## src/rtl/tpba_pkg.sv

```systemverilog
// Package for the two-pool block allocator.
// Holds handle constants, command/status/register codes, link port and result structs
// and the link reset value. No dependencies.
package tpba_pkg;

  localparam int HANDLE_W  = 8;
  localparam int SIZE_W    = 16;
  localparam int CFG_W     = 13;
  localparam int CFG_IDX_W = 1;
  localparam int SCNT_W    = 8;
  localparam int LCNT_W    = 7;
  localparam int STATUS_W  = 3;

  localparam int TOTAL_DEPTH = 192;

  localparam logic [HANDLE_W-1:0] SMALL_BLOCKS = 8'd128;
  localparam logic [HANDLE_W-1:0] TOTAL_BLOCKS = 8'd192;
  localparam logic [HANDLE_W-1:0] SMALL_BASE   = 8'd0;
  localparam logic [HANDLE_W-1:0] LARGE_BASE   = 8'd128;
  localparam logic [HANDLE_W-1:0] LINK_NULL    = 8'hFF;
  localparam logic [HANDLE_W-1:0] NO_HANDLE    = 8'hFF;
  localparam logic [SCNT_W-1:0]   SMALL_CAP    = 8'd128;
  localparam logic [LCNT_W-1:0]   LARGE_CAP    = 7'd64;

  localparam logic [CFG_W-1:0] SMALL_BYTES_RST = 13'd16;
  localparam logic [CFG_W-1:0] LARGE_BYTES_RST = 13'd32;

  localparam logic CMD_ALLOC = 1'b0;
  localparam logic CMD_FREE  = 1'b1;

  localparam logic [CFG_IDX_W-1:0] CFG_SMALL_BYTES = 1'b0;
  localparam logic [CFG_IDX_W-1:0] CFG_LARGE_BYTES = 1'b1;

  localparam logic [STATUS_W-1:0] ST_SMALL_GRANT = 3'd0;
  localparam logic [STATUS_W-1:0] ST_LARGE_GRANT = 3'd1;
  localparam logic [STATUS_W-1:0] ST_HEAP_ALLOC  = 3'd2;
  localparam logic [STATUS_W-1:0] ST_SMALL_RET   = 3'd3;
  localparam logic [STATUS_W-1:0] ST_LARGE_RET   = 3'd4;
  localparam logic [STATUS_W-1:0] ST_HEAP_FREE   = 3'd5;

  typedef struct packed {
    logic                en;
    logic [HANDLE_W-1:0] addr;
    logic [HANDLE_W-1:0] data;
  } link_wr_t;

  typedef struct packed {
    logic                en;
    logic [HANDLE_W-1:0] addr;
  } link_rd_t;

  typedef struct packed {
    logic [STATUS_W-1:0] status;
    logic [HANDLE_W-1:0] grant;
    logic [SCNT_W-1:0]   small_used;
    logic [LCNT_W-1:0]   large_used;
  } result_t;

  // Free-list link after reset: next handle of the same pool, null at pool end.
  function automatic logic [HANDLE_W-1:0] init_link(input logic [HANDLE_W-1:0] a);
    logic [HANDLE_W-1:0] nxt;
    nxt = a + 8'd1;
    if (nxt == SMALL_BLOCKS || nxt == TOTAL_BLOCKS) begin
      return LINK_NULL;
    end
    return nxt;
  endfunction

endpackage

```

## src/rtl/tpba_in_if.sv

```systemverilog
// Input channel of the two-pool block allocator: valid/ready plus command payload.
// No dependencies.
interface tpba_in_if;
  logic        valid;
  logic        ready;
  logic        cmd;
  logic [15:0] req_size;
  logic [7:0]  free_handle;

  modport source (output valid, cmd, req_size, free_handle, input ready);
  modport sink   (input valid, cmd, req_size, free_handle, output ready);
endinterface

```

## src/rtl/tpba_out_if.sv

```systemverilog
// Result channel of the two-pool block allocator: valid/ready plus result payload.
// No dependencies.
interface tpba_out_if;
  logic       valid;
  logic       ready;
  logic [2:0] status;
  logic [7:0] grant_handle;
  logic [7:0] small_used;
  logic [6:0] large_used;

  modport source (output valid, status, grant_handle, small_used, large_used, input ready);
  modport sink   (input valid, status, grant_handle, small_used, large_used, output ready);
endinterface

```

## src/rtl/tpba_link_mem.sv

```systemverilog
// Free-list link memory: one write and one read port, registered read data.
// Per-entry valid bits make unwritten entries read as their reset link.
// Depends on tpba_pkg.
module tpba_link_mem import tpba_pkg::*; (
  input  logic                clk,
  input  logic                rst_n,
  input  link_wr_t            wr,
  input  link_rd_t            rd,
  output logic [HANDLE_W-1:0] rd_data
);

  logic [HANDLE_W-1:0] mem [TOTAL_DEPTH];
  logic [TOTAL_DEPTH-1:0] vld_r;
  logic [HANDLE_W-1:0] data_r;
  logic [HANDLE_W-1:0] addr_r;
  logic                hit_r;

  always_ff @(posedge clk) begin
    if (wr.en) begin
      mem[wr.addr] <= wr.data;
    end
    if (rd.en) begin
      data_r <= mem[rd.addr];
      addr_r <= rd.addr;
    end
  end

  always_ff @(posedge clk) begin
    if (!rst_n) begin
      vld_r <= '0;
      hit_r <= 1'b0;
    end else begin
      if (wr.en) begin
        vld_r[wr.addr] <= 1'b1;
      end
      if (rd.en) begin
        hit_r <= vld_r[rd.addr];
      end
    end
  end

  assign rd_data = hit_r ? data_r : init_link(addr_r);

endmodule

```

## src/rtl/two_pool_block_allocator.sv

```systemverilog
// Two-pool block allocator. Free: result registered from the transfer. Pool
// allocate: link memory read, then head update. One item at a time; 1 free/cycle
// while the output is free, and a pool allocate ends before the next is accepted.
// A result meeting a busy output waits in a holding register, stalling input.
// Sync reset sets heads and block sizes to reset values, clears counts and link
// valid bits. Depends on tpba_pkg, tpba_in_if, tpba_out_if, tpba_link_mem.
module two_pool_block_allocator import tpba_pkg::*; (
  input  logic                 clk,
  input  logic                 rst_n,
  input  logic                 cfg_we,
  input  logic [CFG_IDX_W-1:0] cfg_idx,
  input  logic [CFG_W-1:0]     cfg_wdata,
  tpba_in_if.sink              in_ch,
  tpba_out_if.source           out_ch
);

  typedef enum logic [1:0] {S_IDLE, S_POP, S_HOLD} state_t;

  state_t              st_r, st_nxt;
  logic [HANDLE_W-1:0] small_head_r, small_head_nxt;
  logic [HANDLE_W-1:0] large_head_r, large_head_nxt;
  logic [SCNT_W-1:0]   small_cnt_r, small_cnt_nxt;
  logic [LCNT_W-1:0]   large_cnt_r, large_cnt_nxt;
  logic                sel_large_r, sel_large_nxt;
  logic                out_valid_r, out_valid_nxt;
  result_t             out_r, out_nxt;
  result_t             pend_r, pend_nxt;
  logic [CFG_W-1:0]    small_bytes_r, large_bytes_r;

  link_wr_t            lwr;
  link_rd_t            lrd;
  logic [HANDLE_W-1:0] link_data;

  logic    in_xfer, out_free, res_go, small_fit, large_fit;
  result_t res;

  always_ff @(posedge clk) begin
    if (!rst_n) begin
      small_bytes_r <= SMALL_BYTES_RST;
      large_bytes_r <= LARGE_BYTES_RST;
    end else if (cfg_we) begin
      unique case (cfg_idx)
        CFG_SMALL_BYTES: small_bytes_r <= cfg_wdata;
        CFG_LARGE_BYTES: large_bytes_r <= cfg_wdata;
        default: ;
      endcase
    end
  end

  tpba_link_mem u_link (
    .clk     (clk),
    .rst_n   (rst_n),
    .wr      (lwr),
    .rd      (lrd),
    .rd_data (link_data)
  );

  assign in_ch.ready = (st_r == S_IDLE);
  assign in_xfer     = in_ch.valid && in_ch.ready;
  assign out_free    = !out_valid_r || out_ch.ready;

  assign small_fit = ({3'b000, small_bytes_r} > in_ch.req_size) &&
                     (small_cnt_r < SMALL_CAP) && (small_head_r != LINK_NULL);
  assign large_fit = ({3'b000, large_bytes_r} > in_ch.req_size) &&
                     (large_cnt_r < LARGE_CAP) && (large_head_r != LINK_NULL);

  always_comb begin
    st_nxt         = st_r;
    small_head_nxt = small_head_r;
    large_head_nxt = large_head_r;
    small_cnt_nxt  = small_cnt_r;
    large_cnt_nxt  = large_cnt_r;
    sel_large_nxt  = sel_large_r;
    out_nxt        = out_r;
    pend_nxt       = pend_r;
    out_valid_nxt  = out_valid_r && !out_ch.ready;
    lwr            = '0;
    lrd            = '0;
    res_go         = 1'b0;
    res            = '0;

    unique case (st_r)
      S_IDLE: begin
        if (in_xfer) begin
          if (in_ch.cmd == CMD_FREE) begin
            res_go = 1'b1;
            if (in_ch.free_handle < SMALL_BLOCKS) begin
              lwr            = '{en: 1'b1, addr: in_ch.free_handle, data: small_head_r};
              small_head_nxt = in_ch.free_handle;
              if (small_cnt_r != '0) begin
                small_cnt_nxt = small_cnt_r - 8'd1;
              end
              res.status = ST_SMALL_RET;
            end else if (in_ch.free_handle < TOTAL_BLOCKS) begin
              lwr            = '{en: 1'b1, addr: in_ch.free_handle, data: large_head_r};
              large_head_nxt = in_ch.free_handle;
              if (large_cnt_r != '0) begin
                large_cnt_nxt = large_cnt_r - 7'd1;
              end
              res.status = ST_LARGE_RET;
            end else begin
              res.status = ST_HEAP_FREE;
            end
          end else if (small_fit) begin
            lrd           = '{en: 1'b1, addr: small_head_r};
            sel_large_nxt = 1'b0;
            st_nxt        = S_POP;
          end else if (large_fit) begin
            lrd           = '{en: 1'b1, addr: large_head_r};
            sel_large_nxt = 1'b1;
            st_nxt        = S_POP;
          end else begin
            res_go     = 1'b1;
            res.status = ST_HEAP_ALLOC;
          end
        end
      end
      S_POP: begin
        res_go = 1'b1;
        if (sel_large_r) begin
          large_head_nxt = link_data;
          large_cnt_nxt  = large_cnt_r + 7'd1;
          res.status     = ST_LARGE_GRANT;
        end else begin
          small_head_nxt = link_data;
          small_cnt_nxt  = small_cnt_r + 8'd1;
          res.status     = ST_SMALL_GRANT;
        end
      end
      S_HOLD: begin
        if (out_free) begin
          out_nxt       = pend_r;
          out_valid_nxt = 1'b1;
          st_nxt        = S_IDLE;
        end
      end
      default: st_nxt = S_IDLE;
    endcase

    res.grant      = (st_r == S_POP) ? (sel_large_r ? large_head_r : small_head_r)
                                     : NO_HANDLE;
    res.small_used = small_cnt_nxt;
    res.large_used = large_cnt_nxt;

    if (res_go) begin
      if (out_free) begin
        out_nxt       = res;
        out_valid_nxt = 1'b1;
        st_nxt        = S_IDLE;
      end else begin
        pend_nxt = res;
        st_nxt   = S_HOLD;
      end
    end
  end

  always_ff @(posedge clk) begin
    if (!rst_n) begin
      st_r         <= S_IDLE;
      small_head_r <= SMALL_BASE;
      large_head_r <= LARGE_BASE;
      small_cnt_r  <= '0;
      large_cnt_r  <= '0;
      sel_large_r  <= 1'b0;
      out_valid_r  <= 1'b0;
    end else begin
      st_r         <= st_nxt;
      small_head_r <= small_head_nxt;
      large_head_r <= large_head_nxt;
      small_cnt_r  <= small_cnt_nxt;
      large_cnt_r  <= large_cnt_nxt;
      sel_large_r  <= sel_large_nxt;
      out_valid_r  <= out_valid_nxt;
    end
    out_r  <= out_nxt;
    pend_r <= pend_nxt;
  end

  assign out_ch.valid        = out_valid_r;
  assign out_ch.status       = out_r.status;
  assign out_ch.grant_handle = out_r.grant;
  assign out_ch.small_used   = out_r.small_used;
  assign out_ch.large_used   = out_r.large_used;

`ifndef NO_ASSERTIONS
  a_link_port_excl: assert property (@(posedge clk) disable iff (!rst_n)
    !(lwr.en && lrd.en))
    else $error("link memory read and write in the same cycle");

  a_pop_follows_read: assert property (@(posedge clk) disable iff (!rst_n)
    lrd.en |=> st_r == S_POP)
    else $error("link read not followed by pop");

  a_hold_has_out: assert property (@(posedge clk) disable iff (!rst_n)
    st_r == S_HOLD |-> out_valid_r)
    else $error("result held while output register empty");

  a_count_caps: assert property (@(posedge clk) disable iff (!rst_n)
    small_cnt_r <= SMALL_CAP && large_cnt_r <= LARGE_CAP)
    else $error("pool use count above capacity");
`endif

endmodule
```

## src/flat_wrapper.sv

```systemverilog
// flat-port wrapper written by rule: the top's interface ports become plain ports
module two_pool_block_allocator_flat import tpba_pkg::*;
  (clk, rst_n, cfg_we, cfg_idx, cfg_wdata, in_ch_valid, in_ch_cmd, in_ch_req_size, in_ch_free_handle, in_ch_ready, out_ch_valid, out_ch_status, out_ch_grant_handle, out_ch_small_used, out_ch_large_used, out_ch_ready);
  tpba_in_if in_ch_i ();
  tpba_out_if out_ch_i ();
  input  logic clk;
  input  logic rst_n;
  input  logic cfg_we;
  input  logic [CFG_IDX_W-1:0] cfg_idx;
  input  logic [CFG_W-1:0] cfg_wdata;
  input wire logic [$bits(in_ch_i.valid)-1:0] in_ch_valid;
  input wire logic [$bits(in_ch_i.cmd)-1:0] in_ch_cmd;
  input wire logic [$bits(in_ch_i.req_size)-1:0] in_ch_req_size;
  input wire logic [$bits(in_ch_i.free_handle)-1:0] in_ch_free_handle;
  output wire logic [$bits(in_ch_i.ready)-1:0] in_ch_ready;
  output wire logic [$bits(out_ch_i.valid)-1:0] out_ch_valid;
  output wire logic [$bits(out_ch_i.status)-1:0] out_ch_status;
  output wire logic [$bits(out_ch_i.grant_handle)-1:0] out_ch_grant_handle;
  output wire logic [$bits(out_ch_i.small_used)-1:0] out_ch_small_used;
  output wire logic [$bits(out_ch_i.large_used)-1:0] out_ch_large_used;
  input wire logic [$bits(out_ch_i.ready)-1:0] out_ch_ready;
  assign in_ch_i.valid = in_ch_valid;
  assign in_ch_i.cmd = in_ch_cmd;
  assign in_ch_i.req_size = in_ch_req_size;
  assign in_ch_i.free_handle = in_ch_free_handle;
  assign in_ch_ready = in_ch_i.ready;
  assign out_ch_valid = out_ch_i.valid;
  assign out_ch_status = out_ch_i.status;
  assign out_ch_grant_handle = out_ch_i.grant_handle;
  assign out_ch_small_used = out_ch_i.small_used;
  assign out_ch_large_used = out_ch_i.large_used;
  assign out_ch_i.ready = out_ch_ready;
  two_pool_block_allocator u_core (.clk(clk), .rst_n(rst_n), .cfg_we(cfg_we), .cfg_idx(cfg_idx), .cfg_wdata(cfg_wdata), .in_ch(in_ch_i), .out_ch(out_ch_i));
endmodule
```

## config.mk

```make
export PLATFORM = sky130hd
export DESIGN_NAME = two_pool_block_allocator_flat
export DESIGN_NICKNAME = d
export VERILOG_FILES = /design/src/rtl/tpba_pkg.sv /design/src/rtl/tpba_in_if.sv /design/src/rtl/tpba_out_if.sv /design/src/rtl/tpba_link_mem.sv /design/src/rtl/two_pool_block_allocator.sv /design/src/flat_wrapper.sv
export SDC_FILE = /design/constraint.sdc
export NUM_CORES = 2
export LEC_CHECK = 0
export CAP_MARGIN = 20
export CELL_PAD_IN_SITES_DETAIL_PLACEMENT = 1
export CELL_PAD_IN_SITES_GLOBAL_PLACEMENT = 2
export CORE_ASPECT_RATIO = 1.25
export CORE_UTILIZATION = 40
export DETAILED_ROUTE_END_ITERATION = 8
export DONT_BUFFER_PORTS = 1
export GPL_ROUTABILITY_DRIVEN = 0
export PLACE_DENSITY_LB_ADDON = 0.1
export SYNTH_ARGS = -nofsm -noshare
export SYNTH_HDL_FRONTEND = slang
export SYNTH_HIERARCHICAL = 1
export SYNTH_SLANG_ARGS = --single-unit
```

## constraint.sdc

```tcl
create_clock -name clk -period 5.66 [get_ports clk]
set_clock_uncertainty 0.2 [all_clocks]
set_input_delay 0.283 -clock clk [delete_from_list [all_inputs] [get_ports clk]]
set_output_delay 0.283 -clock clk [all_outputs]
set_load 0.02 [all_outputs]
```

## After elaboration in Yosys (flattened, before gate mapping)

Memory sizes are Yosys's and may differ from the RTL's. A register that Yosys moved wholly into a read port is not among the register bits.
Cells that the tools add are included.
W data, S select, Z words.

| word-level totals | value |
|---|---|
| flip-flop bits (word level) | 314 |
| memories | 1 |
| input bits | 44 |
| bits in writable memories | 1536 |

Memory list:

| name | words | width | rd ports | clocked after memory_dff | write ports | RTL line | source |
|---|---|---|---|---|---|---|---|
| u_core.u_link.mem | 192 | 8 | 1 | 1 | 1 | tpba_link_mem.sv:12 | `logic [HANDLE_W-1:0] mem [TOTAL_DEPTH];` |

| operators by class | value |
|---|---|
| multiplexer cells | 77 |
| bitwise operators | 4 |
| reductions and logical operators | 23 |
| magnitude comparators | 9 |
| eq/ne operators | 18 |
| add/sub/neg operators | 5 |

Operators with widths:

| operator | count |
|---|---|
| $or A192 B192 Y192 | 1 |
| $mux W8 | 19 |
| $mux W26 | 4 |
| $mux W17 | 5 |
| $pmux W8 S2 | 3 |
| $mux W9 | 5 |
| $mux W7 | 6 |
| $gt A13 B16 Y1 | 2 |
| $lt A8 B8 Y1 const B | 3 |
| $lt A8 B9 Y1 const B | 2 |
| $mux W1 | 17 |
| $add A8 B1 Y8 const B | 2 |
| $eq A8 B8 Y1 const B | 2 |
| $mux W2 | 8 |
| $ne A8 B8 Y1 const B | 2 |
| $pmux W7 S2 | 1 |
| $mux W3 | 4 |
| $ne A2 B2 Y1 const B | 6 |
| $reduce_and A5 Y1 | 2 |
| $bmux W1 S8 | 1 |
| $demux W1 S8 | 1 |
| $ge A8 B1 Y1 const B | 1 |
| $reduce_bool A8 Y1 | 1 |
| $sub A8 B1 Y8 const B | 1 |
| 22 further kinds | 37 |

## Logic depth before layout (Yosys ltp)

| depth | value |
|---|---|
| word-level depth | 11 |
| depth in mapped cells | 21 |

## Modules after synthesis

The synthesis kept the hierarchy.

By module, submodules not included:

| module | cells an instance | area an instance (µm²) | instances |
|---|---|---|---|
| tpba_link_mem | 3199 | 66925.4 | 1 |
| two_pool_block_allocator | 678 | 6022.0 | 1 |

## Worst setup path after synthesis

No wires, ideal clock.

| timing | value |
|---|---|
| path type | register to register |
| start point | register u_core.st_r[1] |
| end point | memory u_core.u_link.mem[0][0] (data pin) |
| path buffers | 2 |
| setup time | 0.698 ns |
| stages on the path, launching flop included | 6 |
| slack | 1.055 ns |
| data arrival time | 3.707 ns |
| path through | dfxtp_1 -> nor4bb_1 -> and2_1 -> clkbuf_1 -> buf_2 -> a22o_1 |

RTL lines:

| element | RTL line | source |
|---|---|---|
| start: declaration | two_pool_block_allocator.sv:19 | `state_t st_r, st_nxt;` |
| start signal: assignment | two_pool_block_allocator.sv:167 | `st_r <= st_nxt;` |
| end: declaration | tpba_link_mem.sv:12 |  |

==> results.json <==
{
  "multi_input_area_mm2": 0.0187,
  "synth_top_area_share_pct": 65.0,
  "chipHeight_um": 479,
  "dpl.hpwl_um": 131000,
  "synth-seq-cells": 1858,
  "synth_ff_type": "edfxtp_1",
  "max_slew.worst_pin.slew_ns": 1.23,
  "die_w_um": 384,
  "coreArea_mm2": 0.180,
  "syn_to_final_growth_pct": 15.2,
  "fin_crit_sh_pct": 93.7,
  "synth_area_mm2": 0.0729,
  "numPortBuffers": 0,
  "post_cts_buffers": 0,
  "grtUsageMet1_pct": 31.3,
  "ys_top_cells_by_area": "edfxtp_1 65%, mux4_2 14%, dfxtp_1 7.7%",
  "drt-pass1-iter-count": 5,
  "grt_first_pass_wirelength_um": 299000,
  "core.rowCount": 174,
  "clock-sinks": 1858,
  "drive_gt1_share_pct": 24.1,
  "p_leak_nw": 29.1,
  "yosysMostFrequentCell": "edfxtp_1",
  "cp_data_arrival_time_ns": 5.66,
  "p_per_area_mw_per_mm2": 326,
  "root_buffer": "clkbuf_16",
  "post-route-min-period_ns": 5.30,
  "nNetsFinal": 4252,
  "cp_max_fo": 39,
  "postSynthAreaPerCell_um2": 18.8,
  "htreeDepth": 4,
  "fin_util_pct": 46.6,
  "design.die.area_mm2": 0.184,
  "cts_buffers": 188,
  "grt_pass1_vias": 40300,
  "synth_common_cells": "1578 x edfxtp_1, 446 x mux4_2, 280 x dfxtp_1",
  "groute.layer.met3.usage_pct": 3.05,
  "cts_tree": "built",
  "status": "complete, no violations",
  "grt_antenna_before_repair": 10,
  "grtUsageMet2_pct": 37.8,
  "startpoint_type": "flip-flop",
  "synth_cell_types": 79,
  "worstSetupPathType": "reg -> reg",
  "initial_utilization_pct": 40.4,
  "synth_area_leader_cell": "edfxtp_1",
  "drt_iter0_markers": 3010,
  "yosysSeqAreaShare_pct": 72.6,
  "grt_setup_unrepaired": "false",
  "grt_util_all_layers_pct": 22.8,
  "final_cell_area_mm2": 0.0840,
  "busiest_layer": "met2",
  "async_reset_ff_share_pct": 0,
  "max_slew_margin_pct": 18.3,
  "synthesis.nets": 3954,
  "grt_overflow": 0,
  "max_freq_mhz": 189,
  "drc_errors": 0,
  "slew_viol_final": 0,
  "cts_buffer_depth": 3,
  "drt_wl_total_um": 208000,
  "cp_data_required_time_ns": 6.01,
  "syn_inst": 3877,
  "hold_viol": 0,
  "ir_worst_vdd_mv": 0.219,
  "synth_edf_count": 1578,
  "cap_violations": 0,
  "yosysWarnings": 6,
  "ant_nets": 0,
  "hold_path.class": "in -> reg",
  "finalSetupViolCount": 0,
  "clkTransAtPathRegs_ns": 0.06,
  "seqCellArea_mm2": 0.0530,
  "insertion_delay_ns": 0.85,
  "detail_route.wl_per_cell_um": 31.0,
  "grt_max_degree": 205,
  "postPlaceCellArea_mm2": 0.0772,
  "dr_total_vias": 38400,
  "vias_per_cell": 5.72,
  "endpoint_kind": "flip-flop",
  "fill_cells": 16700,
  "pin_count": 72
}
==> state kept, by name, indices dropped and copies added (netlist names), 2 cells and up <==
signal,count
u_core/st_r,2
u_core/u_link/vld_r,192
u_core/out_ch.grant_handle,8
u_core/pend_r,26
u_core/large_cnt_r,7
u_core/u_link/mem,1536
u_core/small_head_r,8
u_core/small_bytes_r,13
u_core/out_ch.small_used,8
u_core/large_head_r,8
u_core/u_link/addr_r,8
u_core/u_link/data_r,8
u_core/large_bytes_r,13
u_core/out_ch.large_used,7
u_core/small_cnt_r,8
u_core/out_ch.status,3
==> metrics by stage <==
step                      hold WS [ns]  power (mW)  setup WS (ns)  TNS [ns]  instances
after floorplan                  0.207        15.4           1.06         0       3877
after global placement           0.199        15.5        -0.0304   -0.0304       6282
after detailed placement         0.202        15.5        -0.0313   -0.0313       6286
after CTS                       0.0261        27.7          0.218         0       6711
after global routing            0.0554        28.2        0.00588         0       6715
final                           0.0860        27.4          0.357         0       6716
==> area by class of cell <==
| cell class | instances | area share (%) |
|---|---|---|
| well taps | 2376 | 3.54 |
| repair buffers | 339 | 3.79 |
| clock buffers | 278 | 6.34 |
| inverters | 54 | 0.241 |
| clock inverters | 75 | 0.800 |
| diodes | 2 | 0.00596 |
| flip-flops and latches | 1858 | 63.1 |
| multi-input cells | 1734 | 22.2 |
==> cell usage in the layout, fill, tap and decap left out, types with 14 or more instances in the layout <==
cell type	synthesis	final
a211oi_1	18	18
a21oi_1	120	119
a22oi_1	145	145
and2_1	23	23
and3_1	14	14
buf_12	5	33
buf_4	16	230
clkbuf_1	124	66
clkbuf_16	0	192
clkbuf_8	0	20
clkinv_1	3	17
clkinv_2	0	35
dfxtp_1	280	280
dlygate4sd3_1	0	71
edfxtp_1	1578	1578
ha_1	33	33
inv_1	50	50
mux2i_1	39	39
mux4_1	18	18
mux4_2	446	446
nand2_1	112	112
nand2b_1	17	17
nand3_1	40	40
nand4_1	21	21
nor2_1	279	266
nor2b_1	27	25
o21a_1	196	196
o21ai_0	15	15
o41ai_1	16	16
==> worst paths after layout <==
kind / from / end / slack (ns) / cells past startpoint
max: u_core/large_bytes_r[5]$_SDFFE_PN1P_ / u_core/u_link/data_r[4]$_DFFE_PP_ / 0.36 / 16
min: in_ch_cmd / u_core/out_ch.small_used[7]$_DFF_P_ / 0.09 / 3
max reg2reg: u_core/large_bytes_r[5]$_SDFFE_PN1P_ / u_core/u_link/data_r[4]$_DFFE_PP_ / 0.36 / 16
min reg2reg: u_core/u_link/vld_r[172]$_SDFFE_PN0P_ / u_core/u_link/vld_r[172]$_SDFFE_PN0P_ / 0.26 / 1
==> cells by family (layout without fill, tap and decap cells) <==
family                     count (synthesis)  after routing  synth area share [%]
DFF                                     1858           1858                  72.6
and+or+nand+nor                          577            577                  3.59
other                                      0              2                     0
muxes                                    511            511                  15.1
buffers and inverters                    285            746                  1.96
adders and majority gates                 33             33                 0.566
xor gates and xnor gates                   9              9                 0.108
AOI/OAI and AO/OA                        604            604                  6.03
==> power breakdown <==
group	switching (mW)	total, mW	internal [mW]	leakage, nW
clock	5.31	12.2	6.86	2.93
sequential	0.0815	14.8	14.7	19.2
combinational	0.287	0.436	0.148	6.90
total	5.68	27.4	21.8	29.1
==> layer usage <==
metal	vias up	share of wire [%]
met3	268	4.4
met5	-	0.011
met2	928	50
li1	16400	-
met4	4	2.8
met1	20800	43
==> worst max-delay path, stage by stage, from the launching register on <==
cell	delay (ns)
dfxtp_1	0.31
ha_1	0.29
a21oi_1	0.07
o21ai_0	0.14
nor4b_1	0.57
o31ai_1	0.25
nand2_1	0.14
nand2b_1	0.26
nor2_4	0.35
buf_12	0.21
buf_12	0.26
buf_4	0.33
mux4_2	0.36
a22oi_1	0.25
a21oi_1	0.17
o41ai_4	0.65
a31oi_1	0.17
==> repair_timing <==
item                                   4_1_cts  5_1_grt
endpoints found under the hold margin      284        0
gates resized for setup                      1        0
hold buffers                                72        0
setup endpoints to repair                    1        0
(Power assumes the default switching activity.)
